**config.mk**
```make
export PLATFORM = sky130hd
export DESIGN_NAME = sexpr_token_lexer_top
export DESIGN_NICKNAME = d
export VERILOG_FILES = /design/src/hw/rtl/sexlex_pkg.sv /design/src/hw/rtl/sexlex_core.sv /design/src/hw/rtl/sexlex_fifo.sv /design/src/hw/rtl/sexlex_top.sv
export SDC_FILE = /design/constraint.sdc
export NUM_CORES = 1
export LEC_CHECK = 0
export BUFFER_PORTS_ARGS = -buffer_cell sky130_fd_sc_hd__buf_2
export CAP_MARGIN = 20
export CORE_MARGIN = 4
export CORE_UTILIZATION = 30
export CTS_CLUSTER_SIZE = 14
export DETAILED_ROUTE_END_ITERATION = 12
export REMOVE_ABC_BUFFERS = 1
export SLEW_MARGIN = 5
export SYNTH_ARGS = -nofsm -noshare
export SYNTH_HDL_FRONTEND = slang
export SYNTH_HIERARCHICAL = 1
export SYNTH_SLANG_ARGS = --single-unit
```
**constraint.sdc**
```tcl
create_clock -name clk -period 6.8 [get_ports clk]
set_input_delay 2.04 -clock clk [delete_from_list [all_inputs] [get_ports clk]]
set_output_delay 2.04 -clock clk [all_outputs]
set_load 0.05 [all_outputs]
```
**src/hw/rtl/sexlex_pkg.sv**
```systemverilog
// shared types, codes and helpers for the s-expression token lexer
package sexlex_pkg;

    // result queue geometry
    localparam int FifoDepth = 4;
    localparam int FifoPtrW  = $clog2(FifoDepth);
    localparam int FifoCntW  = $clog2(FifoDepth + 1);

    // characters the lexer reacts to
    localparam logic [7:0] ChSpace     = 8'h20;
    localparam logic [7:0] ChTab       = 8'h09;
    localparam logic [7:0] ChNewline   = 8'h0A;
    localparam logic [7:0] ChReturn    = 8'h0D;
    localparam logic [7:0] ChOpen      = 8'h28;
    localparam logic [7:0] ChClose     = 8'h29;
    localparam logic [7:0] ChQuote     = 8'h22;
    localparam logic [7:0] ChBackslash = 8'h5C;
    localparam logic [7:0] ChLowerT    = 8'h74;
    localparam logic [7:0] ChLowerN    = 8'h6E;
    localparam logic [7:0] ChLowerR    = 8'h72;
    localparam logic [7:0] ChDigit0    = 8'h30;
    localparam logic [7:0] ChDigit9    = 8'h39;

    // lexer modes
    typedef enum logic [2:0] {
        MODE_IDLE   = 3'd0,
        MODE_BARE   = 3'd1,
        MODE_QUOTED = 3'd2,
        MODE_ESC    = 3'd3,
        MODE_OCT2   = 3'd4,
        MODE_OCT3   = 3'd5
    } mode_t;

    // result kinds
    typedef enum logic [2:0] {
        KIND_OPEN  = 3'd0,
        KIND_CLOSE = 3'd1,
        KIND_BYTE  = 3'd2,
        KIND_END   = 3'd3,
        KIND_CLEAN = 3'd4,
        KIND_ERROR = 3'd5
    } kind_t;

    // one result word
    typedef struct packed {
        kind_t      kind;
        logic [7:0] token_byte;
        logic       last;
    } result_t;

    // everything one input byte produces
    typedef struct packed {
        logic [1:0] count;
        result_t    res0;
        result_t    res1;
    } decode_t;

    function automatic logic is_space(input logic [7:0] b);
        is_space = (b == ChSpace) || (b == ChTab) || (b == ChNewline) || (b == ChReturn);
    endfunction

endpackage

```
**src/hw/rtl/sexlex_core.sv**
```systemverilog
// lexer state machine: mode and octal accumulator, per-byte result decode
module sexlex_core
    import sexlex_pkg::*;
(
    input  logic       clk,
    input  logic       rst_n,
    input  logic       advance,
    input  logic [7:0] data_byte,
    input  logic       end_of_stream,
    output decode_t    dec
);

    mode_t      mode_reg;
    mode_t      mode_next;
    logic [7:0] octal_sum_reg;
    logic [7:0] octal_sum_next;
    logic [7:0] digit;
    logic       is_digit;

    assign digit    = data_byte - ChDigit0;
    assign is_digit = (data_byte >= ChDigit0) && (data_byte <= ChDigit9);

    // next mode and octal accumulator
    always_comb
    begin
        mode_next      = mode_reg;
        octal_sum_next = octal_sum_reg;
        if (end_of_stream)
        begin
            mode_next      = MODE_IDLE;
            octal_sum_next = 8'd0;
        end
        else
        begin
            case (mode_reg)
                MODE_BARE:
                begin
                    if (is_space(data_byte) || (data_byte == ChClose))
                    begin
                        mode_next = MODE_IDLE;
                    end
                end
                MODE_QUOTED:
                begin
                    if (data_byte == ChQuote)
                    begin
                        mode_next = MODE_IDLE;
                    end
                    else if (data_byte == ChBackslash)
                    begin
                        mode_next = MODE_ESC;
                    end
                end
                MODE_ESC:
                begin
                    if (is_digit)
                    begin
                        octal_sum_next = {digit[1:0], 6'd0};
                        mode_next      = MODE_OCT2;
                    end
                    else
                    begin
                        mode_next = MODE_QUOTED;
                    end
                end
                MODE_OCT2:
                begin
                    octal_sum_next = octal_sum_reg + {digit[4:0], 3'd0};
                    mode_next      = MODE_OCT3;
                end
                MODE_OCT3:
                begin
                    octal_sum_next = 8'd0;
                    mode_next      = MODE_QUOTED;
                end
                default:
                begin
                    if (data_byte == ChQuote)
                    begin
                        mode_next = MODE_QUOTED;
                    end
                    else if ((data_byte != ChOpen) && (data_byte != ChClose)
                             && !is_space(data_byte))
                    begin
                        mode_next = MODE_BARE;
                    end
                    else
                    begin
                        mode_next = MODE_IDLE;
                    end
                end
            endcase
        end
    end

    // result words for this byte
    always_comb
    begin
        dec = '0;
        if (end_of_stream)
        begin
            dec.count = 2'd1;
            case (mode_reg)
                MODE_BARE, MODE_QUOTED, MODE_ESC, MODE_OCT2, MODE_OCT3:
                    dec.res0.kind = KIND_ERROR;
                default:
                    dec.res0.kind = KIND_CLEAN;
            endcase
        end
        else
        begin
            case (mode_reg)
                MODE_BARE:
                begin
                    if (is_space(data_byte))
                    begin
                        dec.count     = 2'd1;
                        dec.res0.kind = KIND_END;
                    end
                    else if (data_byte == ChClose)
                    begin
                        dec.count     = 2'd2;
                        dec.res0.kind = KIND_END;
                        dec.res1.kind = KIND_CLOSE;
                    end
                    else
                    begin
                        dec.count           = 2'd1;
                        dec.res0.kind       = KIND_BYTE;
                        dec.res0.token_byte = data_byte;
                    end
                end
                MODE_QUOTED:
                begin
                    if (data_byte == ChQuote)
                    begin
                        dec.count     = 2'd1;
                        dec.res0.kind = KIND_END;
                    end
                    else if (data_byte != ChBackslash)
                    begin
                        dec.count           = 2'd1;
                        dec.res0.kind       = KIND_BYTE;
                        dec.res0.token_byte = data_byte;
                    end
                end
                MODE_ESC:
                begin
                    if (!is_digit)
                    begin
                        dec.count     = 2'd1;
                        dec.res0.kind = KIND_BYTE;
                        if (data_byte == ChLowerT)
                            dec.res0.token_byte = ChTab;
                        else if (data_byte == ChLowerN)
                            dec.res0.token_byte = ChNewline;
                        else if (data_byte == ChLowerR)
                            dec.res0.token_byte = ChReturn;
                        else
                            dec.res0.token_byte = data_byte;
                    end
                end
                MODE_OCT2:
                begin
                    dec.count = 2'd0;
                end
                MODE_OCT3:
                begin
                    dec.count           = 2'd1;
                    dec.res0.kind       = KIND_BYTE;
                    dec.res0.token_byte = octal_sum_reg + digit;
                end
                default:
                begin
                    if (data_byte == ChOpen)
                    begin
                        dec.count     = 2'd1;
                        dec.res0.kind = KIND_OPEN;
                    end
                    else if (data_byte == ChClose)
                    begin
                        dec.count     = 2'd1;
                        dec.res0.kind = KIND_CLOSE;
                    end
                    else if ((data_byte != ChQuote) && !is_space(data_byte))
                    begin
                        dec.count           = 2'd1;
                        dec.res0.kind       = KIND_BYTE;
                        dec.res0.token_byte = data_byte;
                    end
                end
            endcase
        end
        // mark the final word of this byte
        dec.res0.last = (dec.count == 2'd1);
        dec.res1.last = (dec.count == 2'd2);
    end

    // state registers
    always_ff @(posedge clk or negedge rst_n)
    begin
        if (!rst_n)
        begin
            mode_reg      <= MODE_IDLE;
            octal_sum_reg <= 8'd0;
        end
        else if (advance)
        begin
            mode_reg      <= mode_next;
            octal_sum_reg <= octal_sum_next;
        end
    end

endmodule

```
**src/hw/rtl/sexlex_fifo.sv**
```systemverilog
// result queue: takes up to two words per cycle, delivers one per cycle while out_ready is high
module sexlex_fifo
    import sexlex_pkg::*;
(
    input  logic       clk,
    input  logic       rst_n,
    input  logic [1:0] push_count,
    input  result_t    push0,
    input  result_t    push1,
    output logic       room,
    output logic       out_valid,
    input  logic       out_ready,
    output result_t    head
);

    result_t             entry_reg [FifoDepth];
    logic [FifoPtrW-1:0] wr_ptr_reg;
    logic [FifoPtrW-1:0] wr_ptr_next;
    logic [FifoPtrW-1:0] rd_ptr_reg;
    logic [FifoPtrW-1:0] rd_ptr_next;
    logic [FifoCntW-1:0] count_reg;
    logic [FifoCntW-1:0] count_next;
    logic                pop;

    assign pop       = out_valid && out_ready;
    assign out_valid = (count_reg != '0);
    assign room      = (count_reg <= FifoCntW'(FifoDepth - 2));
    assign head      = entry_reg[rd_ptr_reg];

    // pointer and fill arithmetic
    always_comb
    begin
        wr_ptr_next = wr_ptr_reg + FifoPtrW'(push_count);
        rd_ptr_next = rd_ptr_reg + FifoPtrW'(pop);
        count_next  = count_reg + FifoCntW'(push_count) - FifoCntW'(pop);
    end

    // storage writes
    always_ff @(posedge clk)
    begin
        if (push_count != 2'd0)
        begin
            entry_reg[wr_ptr_reg] <= push0;
        end
        if (push_count == 2'd2)
        begin
            entry_reg[wr_ptr_reg + FifoPtrW'(1)] <= push1;
        end
    end

    // control registers
    always_ff @(posedge clk or negedge rst_n)
    begin
        if (!rst_n)
        begin
            wr_ptr_reg <= '0;
            rd_ptr_reg <= '0;
            count_reg  <= '0;
        end
        else
        begin
            wr_ptr_reg <= wr_ptr_next;
            rd_ptr_reg <= rd_ptr_next;
            count_reg  <= count_next;
        end
    end

    // checks
    a_count_bound: assert property (@(posedge clk) disable iff (!rst_n)
        count_reg <= FifoCntW'(FifoDepth))
        else $error("result queue overfilled");

    a_push_room: assert property (@(posedge clk) disable iff (!rst_n)
        (push_count != 2'd0) |-> room)
        else $error("push without room");

    a_push_shows: assert property (@(posedge clk) disable iff (!rst_n)
        (push_count != 2'd0) |=> out_valid)
        else $error("pushed word not visible");

    a_pointer_gap: assert property (@(posedge clk) disable iff (!rst_n)
        (count_reg != FifoCntW'(FifoDepth)) |->
            (FifoPtrW'(count_reg) == FifoPtrW'(wr_ptr_reg - rd_ptr_reg)))
        else $error("pointers disagree with fill count");

endmodule

```
**src/hw/rtl/sexlex_top.sv**
```systemverilog
// top level of the s-expression token lexer: input register, decode, result queue
//
// sexpr_token_lexer_top takes one text byte per cycle over a valid/ready channel and
// emits token words (open, close, token byte, token end, clean end, error) over a
// second valid/ready channel, with last set on the final word caused by each byte.
// Throughput is one byte per cycle as long as the output side takes a word every
// cycle; a bare token closed by ')' gives two words, which the output drains one
// after the other. An accepted byte passes through the input register and then the
// four-entry result queue before its first word appears. The input register
// only moves into the decoder when the queue has two free slots, so a stalled
// consumer backs up into in_ready once the queue holds three or more words.
module sexpr_token_lexer_top
    import sexlex_pkg::*;
(
    input  logic       clk,
    input  logic       rst_n,
    input  logic       in_valid,
    output logic       in_ready,
    input  logic [7:0] data_byte,
    input  logic       end_of_stream,
    output logic       out_valid,
    input  logic       out_ready,
    output logic [2:0] kind,
    output logic [7:0] token_byte,
    output logic       last
);

    logic       s_valid_reg;
    logic [7:0] s_byte_reg;
    logic       s_eos_reg;
    logic       room;
    logic       advance;
    decode_t    dec;
    result_t    head;

    assign advance  = s_valid_reg && room;
    assign in_ready = !s_valid_reg || advance;

    // input register valid
    always_ff @(posedge clk or negedge rst_n)
    begin
        if (!rst_n)
        begin
            s_valid_reg <= 1'b0;
        end
        else if (in_ready)
        begin
            s_valid_reg <= in_valid;
        end
    end

    // input register payload
    always_ff @(posedge clk)
    begin
        if (in_valid && in_ready)
        begin
            s_byte_reg <= data_byte;
            s_eos_reg  <= end_of_stream;
        end
    end

    // lexer decode
    sexlex_core u_core (
        .clk           (clk),
        .rst_n         (rst_n),
        .advance       (advance),
        .data_byte     (s_byte_reg),
        .end_of_stream (s_eos_reg),
        .dec           (dec)
    );

    // result queue
    sexlex_fifo u_fifo (
        .clk        (clk),
        .rst_n      (rst_n),
        .push_count (advance ? dec.count : 2'd0),
        .push0      (dec.res0),
        .push1      (dec.res1),
        .room       (room),
        .out_valid  (out_valid),
        .out_ready  (out_ready),
        .head       (head)
    );

    assign kind       = head.kind;
    assign token_byte = head.token_byte;
    assign last       = head.last;

endmodule
```
==> metrics.log, run 1 <==
INFO  metric critical_path.max_stage_delay = 910 ps
INFO  metric die_area = 18520 µm²
INFO  metric r2r.worst_path.cells = 9
INFO  metric end_kind = primary output
INFO  metric crit_required = 4760 ps
INFO  metric grt_pass1_vias = 3302
INFO  metric port_buffers = 26
INFO  metric cts-root-to-sink-buffers = 2
INFO  metric initial_utilization = 30.76%
INFO  metric seqCellArea = 2112 µm²
INFO  metric htree_num_levels = 3
INFO  metric ys_seq_area_share = 42.91%
INFO  metric hold_path_depth = 1
INFO  metric timing.critical_path.slowest_stage_cell = dfrtp_1
INFO  metric rr_startpoint = s_byte_reg[4]
INFO  metric nFillCells = 1607
INFO  metric rsz0062_at_grt = no
INFO  metric route.detailed.wl_per_inst = 17.53 µm
INFO  metric cts_resized = 0
INFO  metric cts_hold_buffers = 0
INFO  metric synth_async_sr_flop_share = 21.92%
INFO  metric largest_register_ffs = 48
INFO  metric syn-cell-area = 4922 µm²
INFO  metric hold_path_startpoint = u_core/octal_sum_reg[5]
INFO  metric finalSetupTns = 0 ps
INFO  metric finClkSkew = 3.763 ps
INFO  metric final_layout_size_suffix_gt1_share = 31.03%
INFO  metric max_freq = 0.2429 GHz
INFO  metric synth-edff-count = 57
INFO  metric final_net_count = 446
INFO  metric routed_via_density = 5.052
INFO  metric post-synth-top-area-fraction = 34.77%
INFO  metric dp_hpwl = 7.917 mm
INFO  metric power_density = 443.8 nW/µm²
INFO  metric postSynthAreaPerCell = 12.49 µm²
INFO  metric grt.overflow.total = 0
INFO  metric grt_first_pass_wirelength = 18.38 mm
INFO  metric timing.final.max_slew_violations = 0
INFO  metric layout-area-overhead-vs-synth = 10.96%
INFO  metric grt_usage = 13.03%
INFO  metric slew_headroom = 40.76%
INFO  metric drtIter0Drc = 263
INFO  metric detail_route.first_pass.iterations = 4
INFO  metric instances_no_fill = 635
INFO  metric final.period_utilization = 60.53%
INFO  metric via_count = 3208
INFO  metric yosysWarnings = 6
INFO  metric clock_latency_on_the_worst_skew_pair = 340 ps
INFO  metric antenna_left = 0
INFO  metric synth_largest_area_cell = edfxtp_1
INFO  metric final_period_minus_worst_setup_slack = 4116 ps
INFO  metric cts_sink_count = 73
INFO  metric rrSetupSlack = 2750 ps
INFO  metric grt_antenna_before_repair = 0
INFO  metric post_cts.repair.setup_buffers = 0
INFO  metric timing.final.setup_violations = 0
INFO  metric die_height = 136.1 µm
INFO  metric synth.top_cells.by_area = edfxtp_1 35%, dfrtp_1 8.1%, mux2_2 6.9%, mux2_4 6.1%, mux4_2 5.5%
INFO  metric status = finished, final reports clean
INFO  metric finalWirelength = 11.13 mm
INFO  metric peak_supply_drop = 223.7 µV
INFO  metric cts.root.buffer_cell = clkbuf_16
INFO  metric synth_seq_cells = 73
INFO  metric crit_path_start_kind = flip-flop
INFO  metric worst_hold_path_type = reg2reg
INFO  metric hold-path-endpoint = u_core/octal_sum_reg[5]
INFO  metric critical_path.cell_chain = mux4_2, buf_2
INFO  metric criticalPathCategory = reg2out
INFO  metric hold_viol = 0
INFO  metric dp_cells = 619
INFO  metric cts-buffers-inserted = 9
INFO  metric timing.rr.end = u_fifo/entry_reg[0][8]
INFO  metric critPathMaxFanout = 14
INFO  metric static-leakage-power = 0.002023 µW
INFO  metric core_area = 16000 µm²
INFO  metric globalplace.congestion = 0.9066
INFO  metric cts.clk_slew.worst_paths = 60 ps
INFO  metric netlist-cell-type-count = 76
INFO  metric mostFrequentLayoutCell = edfxtp_1
INFO  metric synth_cells = 394
INFO  metric pin_count_of_the_biggest_net_entering_global_routing = 17
INFO  metric floorplan.io_pins = 27
INFO  metric antenna_diode_count = 0
INFO  metric most-common-layout-cells = 57 x edfxtp_1, 30 x mux2_2, 26 x buf_2
INFO  metric tritoncts = done
INFO  metric drc_errors = 0
INFO  metric rows = 46
INFO  metric worst-endpoint-arrival = 2080 ps
INFO  metric max_slew.worst_pin.slew = 884.8 ps
INFO  metric multiInputGateArea = 2544 µm²
INFO  metric synthFlopType = edfxtp_1
INFO  metric die_width = 136.1 µm
INFO  metric timing.max_cap.violations = 0
## layout make-up
| type | instances | area share [%] |
|---|---|---|
| Multi-Input combinational cell | 285 | 46.58 |
| Sequential cell | 73 | 38.67 |
| Tap cell | 216 | 4.948 |
| Clock buffer | 10 | 4.192 |
| Timing Repair Buffer | 30 | 2.932 |
| Clock inverter | 6 | 1.649 |
| Inverter | 15 | 1.031 |
## metrics by stage
stage	instance area, µm²	hold slack [ps]	total power [µW]	util [%]	setup slack (ps)
final	5461	574.8	2424	34.13	2684
after global routing	5461	609.4	2590	34.13	2510
after CTS	5461	588.2	2458	34.13	2580
after detailed placement	5142	571.3	1930	32.14	2816
after global placement	5142	551.7	1910	32.14	2963
after floorplan	4712	514.2	1647	-	3270
## routing by layer
layer	routed length [µm]	track usage (%)	vias to the layer above
met5	0	0	-
met4	260	4.759	0
met3	507	3.701	24
met2	5406	21.46	79
met1	4960	16.29	1586
li1	-	-	1519
## power breakdown
| group | internal (µW) | total (µW) | switching (µW) | leakage, µW |
|---|---|---|---|---|
| combinational | 466 | 1100 | 632 | 0.00115 |
| sequential | 658 | 814 | 157 | 0.000723 |
| clock | 322 | 511 | 189 | 0.000153 |
## critical path, delay by kind of cell (launching register included)
family                 cells  cell delay, ps
DFF                        1             910
muxes                      1             600
buffers and inverters      1             230
## worst max path at each step
stage | from | end | cells after the start | slack, ps
after floorplan | u_fifo/rd_ptr_reg[0] | kind[0] | 1 | 3270
after global placement | s_byte_reg[4] | u_fifo/entry_reg[0][9] | 9 | 2960
after detailed placement | s_byte_reg[4] | u_fifo/entry_reg[0][8] | 9 | 2820
after global routing | u_fifo/rd_ptr_reg[0] | token_byte[7] | 2 | 2510
after CTS | u_fifo/rd_ptr_reg[0] | token_byte[1] | 2 | 2580
final | u_fifo/rd_ptr_reg[0] | token_byte[1] | 2 | 2680
## logic make-up after synthesis
group	Yosys count	share of synthesized area, %
and+or+nand+nor	109	14.59
DFF	73	42.91
AOI/OAI and AO/OA	69	9.710
muxes	63	18.66
buffers and inverters	45	6.100
adders and majority gates	19	5.287
xor gates and xnor gates	15	2.669
other	1	0.07619
## cell usage after synthesis, drive strengths merged (6+ instances only)
cell type,count
xnor2,13
and3,6
nor2b,6
nor2,17
dfrtp,16
inv,15
nand3,7
edfxtp,57
a21oi,15
ha,16
a31oi,7
nand2b,10
mux4,12
o21ai,15
buf,26
mux2,50
nand2,18
Note: power is estimated with default switching activity, not from simulation.
==> inputs of run 2 (changes only) <==
clock period = 4 ns   (was 6.8 ns; I/O delays follow)
==> metrics.log, run 2 (synthesis results as in run 1) <==
INFO  metric finalSetupTns = 0 ps
INFO  metric route.detailed.wl_per_inst = 17.78 µm
INFO  metric hold_path_startpoint = u_fifo/rd_ptr_reg[0]
INFO  metric most-common-layout-cells = 57 x edfxtp_1, 30 x mux2_2, 26 x buf_2
INFO  metric crit_path_start_kind = flip-flop
INFO  metric floorplan.io_pins = 27
INFO  metric power_density = 756.4 nW/µm²
INFO  metric postLayoutCellArea = 5507 µm²
INFO  metric crit_required = 4220 ps
INFO  metric detail_route.first_pass.iterations = 5
INFO  metric largest_register_ffs = 48
INFO  metric p_int = 2471 µW
INFO  metric grt_pass1_vias = 3324
INFO  metric finClkSkew = 7.554 ps
INFO  metric swShare = 40.66%
INFO  metric timing.final.setup_violations = 0
INFO  metric finalWirelength = 11.39 mm
INFO  metric drc_errors = 0
INFO  metric final.period_utilization = 86.59%
INFO  metric status = finished, final reports clean
INFO  metric worst-endpoint-arrival = 3680 ps
INFO  metric cts.clk_slew.worst_paths = 60 ps
INFO  metric combinationalPowerShare = 47.0%
INFO  metric hold-path-endpoint = u_fifo/rd_ptr_reg[0]
INFO  metric worst_hold_path_type = reg2reg
INFO  metric final_layout_size_suffix_gt1_share = 32.00%
INFO  metric layout-area-overhead-vs-synth = 11.87%
INFO  metric grt.overflow.total = 0
INFO  metric critPathMaxFanout = 8
INFO  metric hold_path_depth = 1
INFO  metric rows = 46
INFO  metric hold_viol = 0
INFO  metric rsz0062_at_grt = no
INFO  metric dp_cells = 625
INFO  metric multiInputGateArea = 2544 µm²
INFO  metric routed_via_density = 5.048
INFO  metric clock_latency_on_the_worst_skew_pair = 340 ps
INFO  metric nFillCells = 1601
INFO  metric cts-root-to-sink-buffers = 2
INFO  metric port_buffers = 26
INFO  metric max_freq = 0.2887 GHz
INFO  metric via_count = 3236
INFO  metric globalplace.congestion = 0.8968
INFO  metric initial_utilization = 30.76%
INFO  metric end_kind = flip-flop
INFO  metric die_area = 18520 µm²
INFO  metric antenna_left = 0
INFO  metric pin_count_of_the_biggest_net_entering_global_routing = 17
INFO  metric max_slew.worst_pin.slew = 792.8 ps
INFO  metric mostFrequentLayoutCell = edfxtp_1
INFO  metric timing.final.max_slew_violations = 0
INFO  metric final_period_minus_worst_setup_slack = 3463 ps
INFO  metric antenna_diode_count = 0
INFO  metric post_cts.repair.setup_buffers = 0
INFO  metric power_frac_clock = 20.8%
INFO  metric share_seq_of_total_power = 32.2%
INFO  metric tritoncts = done
INFO  metric dp_hpwl = 8.252 mm
INFO  metric criticalPathCategory = reg2reg
INFO  metric cts.root.buffer_cell = clkbuf_16
INFO  metric grt_antenna_before_repair = 0
INFO  metric instances_no_fill = 641
INFO  metric grt_first_pass_wirelength = 18.04 mm
INFO  metric final_net_count = 452
INFO  metric timing.rr.end = u_fifo/count_reg[2]
INFO  metric static-leakage-power = 0.002051 µW
INFO  metric grt_usage = 12.82%
INFO  metric peak_supply_drop = 368.5 µV
INFO  metric placed_cell_area = 5187 µm²
INFO  metric slew_headroom = 46.83%
INFO  metric die_height = 136.1 µm
INFO  metric die_width = 136.1 µm
INFO  metric r2r.worst_path.cells = 12
INFO  metric rrSetupSlack = 540 ps
INFO  metric cts_sink_count = 73
INFO  metric net-switching-power = 1694 µW
INFO  metric drtIter0Drc = 278
INFO  metric htree_num_levels = 3
INFO  metric cts-buffers-inserted = 9
INFO  metric timing.max_cap.violations = 0
INFO  metric core_area = 16000 µm²
INFO  metric cts_hold_buffers = 0
INFO  metric rr_startpoint = s_byte_reg[4]
INFO  metric cts_resized = 0
INFO  metric seqCellArea = 2112 µm²
run 2: cell count changes in the layout (fill, tap and decap cells not counted):
| cell | before | now |
|---|---|---|
| buf_4 | 4 | 10 |
run 2: worst max-delay path: stages, from the launching register on:
cell	delay, ps
edfxtp_1	490
inv_1	180
ha_1	260
nor4b_2	410
nand3_1	190
nor2_1	210
and3_1	170
and3_1	320
inv_1	80
ha_1	320
fa_1	430
xor2_1	160
xnor2_1	120
run 2: final cells by class:
cell class / count / share of cell area (%)
multi-input combinational: 285 / 46.19
clock inverter: 6 / 1.636
tap: 216 / 4.908
sequential: 73 / 38.36
clock buffer: 10 / 4.158
inverter: 15 / 1.022
timing repair buffer: 36 / 3.726
run 2: per-layer routing:
metal	track usage, %	wire length (µm)	vias up	share of wire, %
li1	-	-	1529	-
met1	15.98	5030	1587	44
met2	21.85	5537	101	49
met3	2.924	542	19	4.8
met4	4.367	284	0	2.5
met5	0	0	-	0
run 2: worst max-delay path by stage:
stage	start	endpoint	slack, ps	cells after the start
floorplan	s_byte_reg[4]	u_fifo/entry_reg[2][0]	510	9
global placement	s_byte_reg[4]	u_fifo/entry_reg[0][6]	650	10
detailed placement	s_byte_reg[4]	u_fifo/count_reg[2]	580	12
CTS	s_byte_reg[4]	u_fifo/entry_reg[0][7]	550	10
global route	s_byte_reg[4]	u_fifo/count_reg[2]	250	12
finish	s_byte_reg[4]	u_fifo/count_reg[2]	540	12
run 2: through the flow:
stage	utilization, %	worst slack [ps]	hold WS, ps	power, µW
after floorplan	-	511.7	514.2	2800
after global placement	32.42	646.1	481.8	3297
after detailed placement	32.42	581.9	506.3	3321
after CTS	34.42	552.3	518.5	4205
after global routing	34.42	254.9	538.2	4418
final	34.42	536.6	503.2	4165
run 2: power groups by stage:
stage / registers [µW] / clock network [µW] / logic [µW]
after CTS: 1340 / 888 / 1970
after floorplan: 1310 / 0 / 1490
after detailed placement: 1360 / 0 / 1960
after global routing: 1370 / 929 / 2120
after global placement: 1350 / 0 / 1950
final: 1340 / 867 / 1960
==> inputs of run 3 (changes only) <==
ABC_AREA = 1   (was unset)
==> metrics.log, run 3 <==
INFO  metric routed_via_density = 4.637
INFO  metric cts_sink_count = 73
INFO  metric rows = 47
INFO  metric criticalPathCategory = reg2reg
INFO  metric drc_errors = 0
INFO  metric synth_largest_area_cell = edfxtp_1
INFO  metric postSynthAreaPerCell = 8.343 µm²
INFO  metric final_layout_size_suffix_gt1_share = 22.27%
INFO  metric worst_slack = 472.3 ps
INFO  metric critical_path.cell_chain = ha_1, nand2_1, nor2_1, nor2_1, inv_1, nand3_1, nand2_1, nand4_1, inv_1, nor2_1, nor2_1, o31ai_2, buf_4
INFO  metric die_area = 18910 µm²
INFO  metric post-synth-top-area-fraction = 34.02%
INFO  metric timing.critical_path.mode_cell = nor2_1
INFO  metric timing.critical_path.slowest_stage_cell = o31ai_2
INFO  metric most-common-layout-cells = 132 x nand2_1, 68 x nor2_1, 57 x edfxtp_1
INFO  metric antenna_left = 0
INFO  metric finalWirelength = 11.47 mm
INFO  metric fin_util = 33.76%
INFO  metric die_height = 137.5 µm
INFO  metric critical_path.max_stage_delay = 580 ps
INFO  metric hold_viol = 0
INFO  metric antenna_diode_count = 0
INFO  metric detail_route.first_pass.iterations = 5
INFO  metric synth_seq_cells = 73
INFO  metric syn-cell-area = 5031 µm²
INFO  metric instances_no_fill = 853
INFO  metric end_kind = flip-flop
INFO  metric pin_count_of_the_biggest_net_entering_global_routing = 26
INFO  metric critPathMaxFanout = 8
INFO  metric timing.max_cap.violations = 0
INFO  metric mostFrequentLayoutCell = nand2_1
INFO  metric fin_total_pwr = 3892 µW
INFO  metric grt_util_met2 = 20.74%
INFO  metric globalRouteMet1Util = 17.20%
INFO  metric final_period_minus_worst_setup_slack = 3528 ps
INFO  metric drtIter0Drc = 277
INFO  metric synth.top_cells.by_area = edfxtp_1 34%, nand2_1 9.8%, dfrtp_1 8.0%, o21ai_2 6.4%, nor2_1 5.1%
INFO  metric status = finished, final reports clean
INFO  metric die_width = 137.5 µm
INFO  metric grt.overflow.total = 0
INFO  metric dp_cells = 836
INFO  metric synth-edff-count = 57
INFO  metric worst_hold_path_type = reg2reg
INFO  metric power_density = 697.6 nW/µm²
INFO  metric rsz0062_at_grt = no
INFO  metric final.period_utilization = 88.19%
INFO  metric timing.final.max_slew_violations = 0
INFO  metric post_cts.repair.setup_buffers = 0
INFO  metric ys_seq_area_share = 41.98%
INFO  metric cts_resized = 0
INFO  metric grt_antenna_before_repair = 0
INFO  metric grt_pass1_vias = 3717
INFO  metric cts_hold_buffers = 0
INFO  metric finClkSkew = 8.341 ps
INFO  metric tritoncts = done
INFO  metric floorplan.io_pins = 27
INFO  metric grt_first_pass_wirelength = 18.75 mm
INFO  metric globalplace.congestion = 0.9095
INFO  metric netlist-cell-type-count = 42
INFO  metric synthFlopType = edfxtp_1
INFO  metric post_synth_most_frequent_cells = 132 x nand2_1, 68 x nor2_1, 57 x edfxtp_1
INFO  metric critical_path.n_buffers_inverters = 3
INFO  metric max_freq = 0.2835 GHz
INFO  metric worst-endpoint-arrival = 3570 ps
INFO  metric via_count = 3955
INFO  metric cts-root-to-sink-buffers = 2
INFO  metric cts.root.buffer_cell = clkbuf_16
INFO  metric synthMostInstantiatedCell = nand2_1
INFO  metric crit_required = 4040 ps
INFO  metric core_area = 16520 µm²
INFO  metric timing.final.setup_violations = 0
INFO  metric route.detailed.wl_per_inst = 13.44 µm
INFO  metric globalRoute.busiestLayer = met2
INFO  metric final_net_count = 660
INFO  metric synth_cells = 603
INFO  metric kind_of_cell_adding_the_most_delay_to_the_critical_path = simple AND/OR/NAND/NOR gates
INFO  metric peak_supply_drop = 413.7 µV
INFO  metric dp_hpwl = 8.537 mm
INFO  metric cts-buffers-inserted = 9
INFO  metric crit_path_start_kind = flip-flop
INFO  metric synth_async_sr_flop_share = 21.92%
INFO  metric max_slew.worst_pin.slew = 748.3 ps
INFO  metric layout-area-overhead-vs-synth = 10.89%
INFO  metric static-leakage-power = 0.002379 µW
INFO  metric largest_register_ffs = 48
INFO  metric initial_utilization = 30.45%
INFO  metric preCtsSetupSlack = 481.7 ps
INFO  metric port_buffers = 26
INFO  metric cts.clk_slew.worst_paths = 70 ps
INFO  metric grt_usage = 12.71%
INFO  metric finalSetupTns = 0 ps
INFO  metric yosysWarnings = 6
INFO  metric slew_headroom = 50.06%
INFO  metric grt_use_met3 = 2.301%
INFO  metric clock_latency_on_the_worst_skew_pair = 330 ps
INFO  metric htree_num_levels = 3
-- run 3: changes by cell type after synthesis, sizes merged, moves of 6 or more --
cell / delta
nand2: +133
o21ai: +83
nor2: +60
inv: +55
mux2: -50
nand3: +26
mux4: -12
nand2b: -10
xnor2: -10
a31oi: -6
nand4: +6
nor2b: -6
-- run 3: final cells by class --
cell class / instances / area [µm²]
Fill cell: 1686 / 10950
Multi-Input combinational cell: 439 / 2459
Sequential cell: 73 / 2112
Tap cell: 220 / 275.3
Inverter: 70 / 265.3
Clock buffer: 9 / 225.2
Timing Repair Buffer: 35 / 197.7
Clock inverter: 7 / 45.04
-- run 3: logic make-up after synthesis --
| logic type | count (synthesis) | share of synthesized area, % |
|---|---|---|
| xor gates and xnor gates | 6 | 1.045 |
| other | 1 | 0.07454 |
| AOI/OAI and AO/OA | 123 | 15.64 |
| DFF | 73 | 41.98 |
| buffers and inverters | 100 | 10.12 |
| adders and majority gates | 19 | 5.173 |
| and+or+nand+nor | 281 | 25.96 |
-- run 3: per-stage QoR --
stage	hold slack, ps	area (µm²)
2_1_floorplan	441.9	4821
3_3_place_gp	458.6	5301
3_5_place_dp	473.4	5301
4_1_cts	492.0	5572
5_1_grt	516.8	5579
6_report	483.8	5579
-- run 3: power by group --
group          switching, µW  internal, µW
clock                    322           417
combinational           1340           560
sequential               164          1090
-- run 3: tightest hold or removal path, delay by kind of cell, from the launching register on --
kind | cells | cell delay, ps
flip-flops | 1 | 350
AND/OR/NAND/NOR | 2 | 110
-- run 3: path summary, 6_finish.rpt --
path / startpoint / endpoint / slack (ps) / cells past startpoint
min in group asynchronous: rst_n / u_core/octal_sum_reg[7] / 790 / 1
setup / recovery: s_byte_reg[4] / u_fifo/entry_reg[0][0] / 470 / 13
max in group asynchronous: rst_n / u_fifo/wr_ptr_reg[0] / 2920 / 1
hold reg to reg: u_fifo/rd_ptr_reg[1] / u_fifo/rd_ptr_reg[1] / 480 / 2
hold / removal: u_fifo/rd_ptr_reg[1] / u_fifo/rd_ptr_reg[1] / 480 / 2
setup reg to reg: s_byte_reg[4] / u_fifo/entry_reg[0][0] / 470 / 13
-- run 3: routing by layer --
metal | part of all wire, % | wire (µm)
met1 | 48 | 5462
met2 | 46 | 5289
met3 | 4.6 | 528
met4 | 1.6 | 184
met5 | 0 | 0
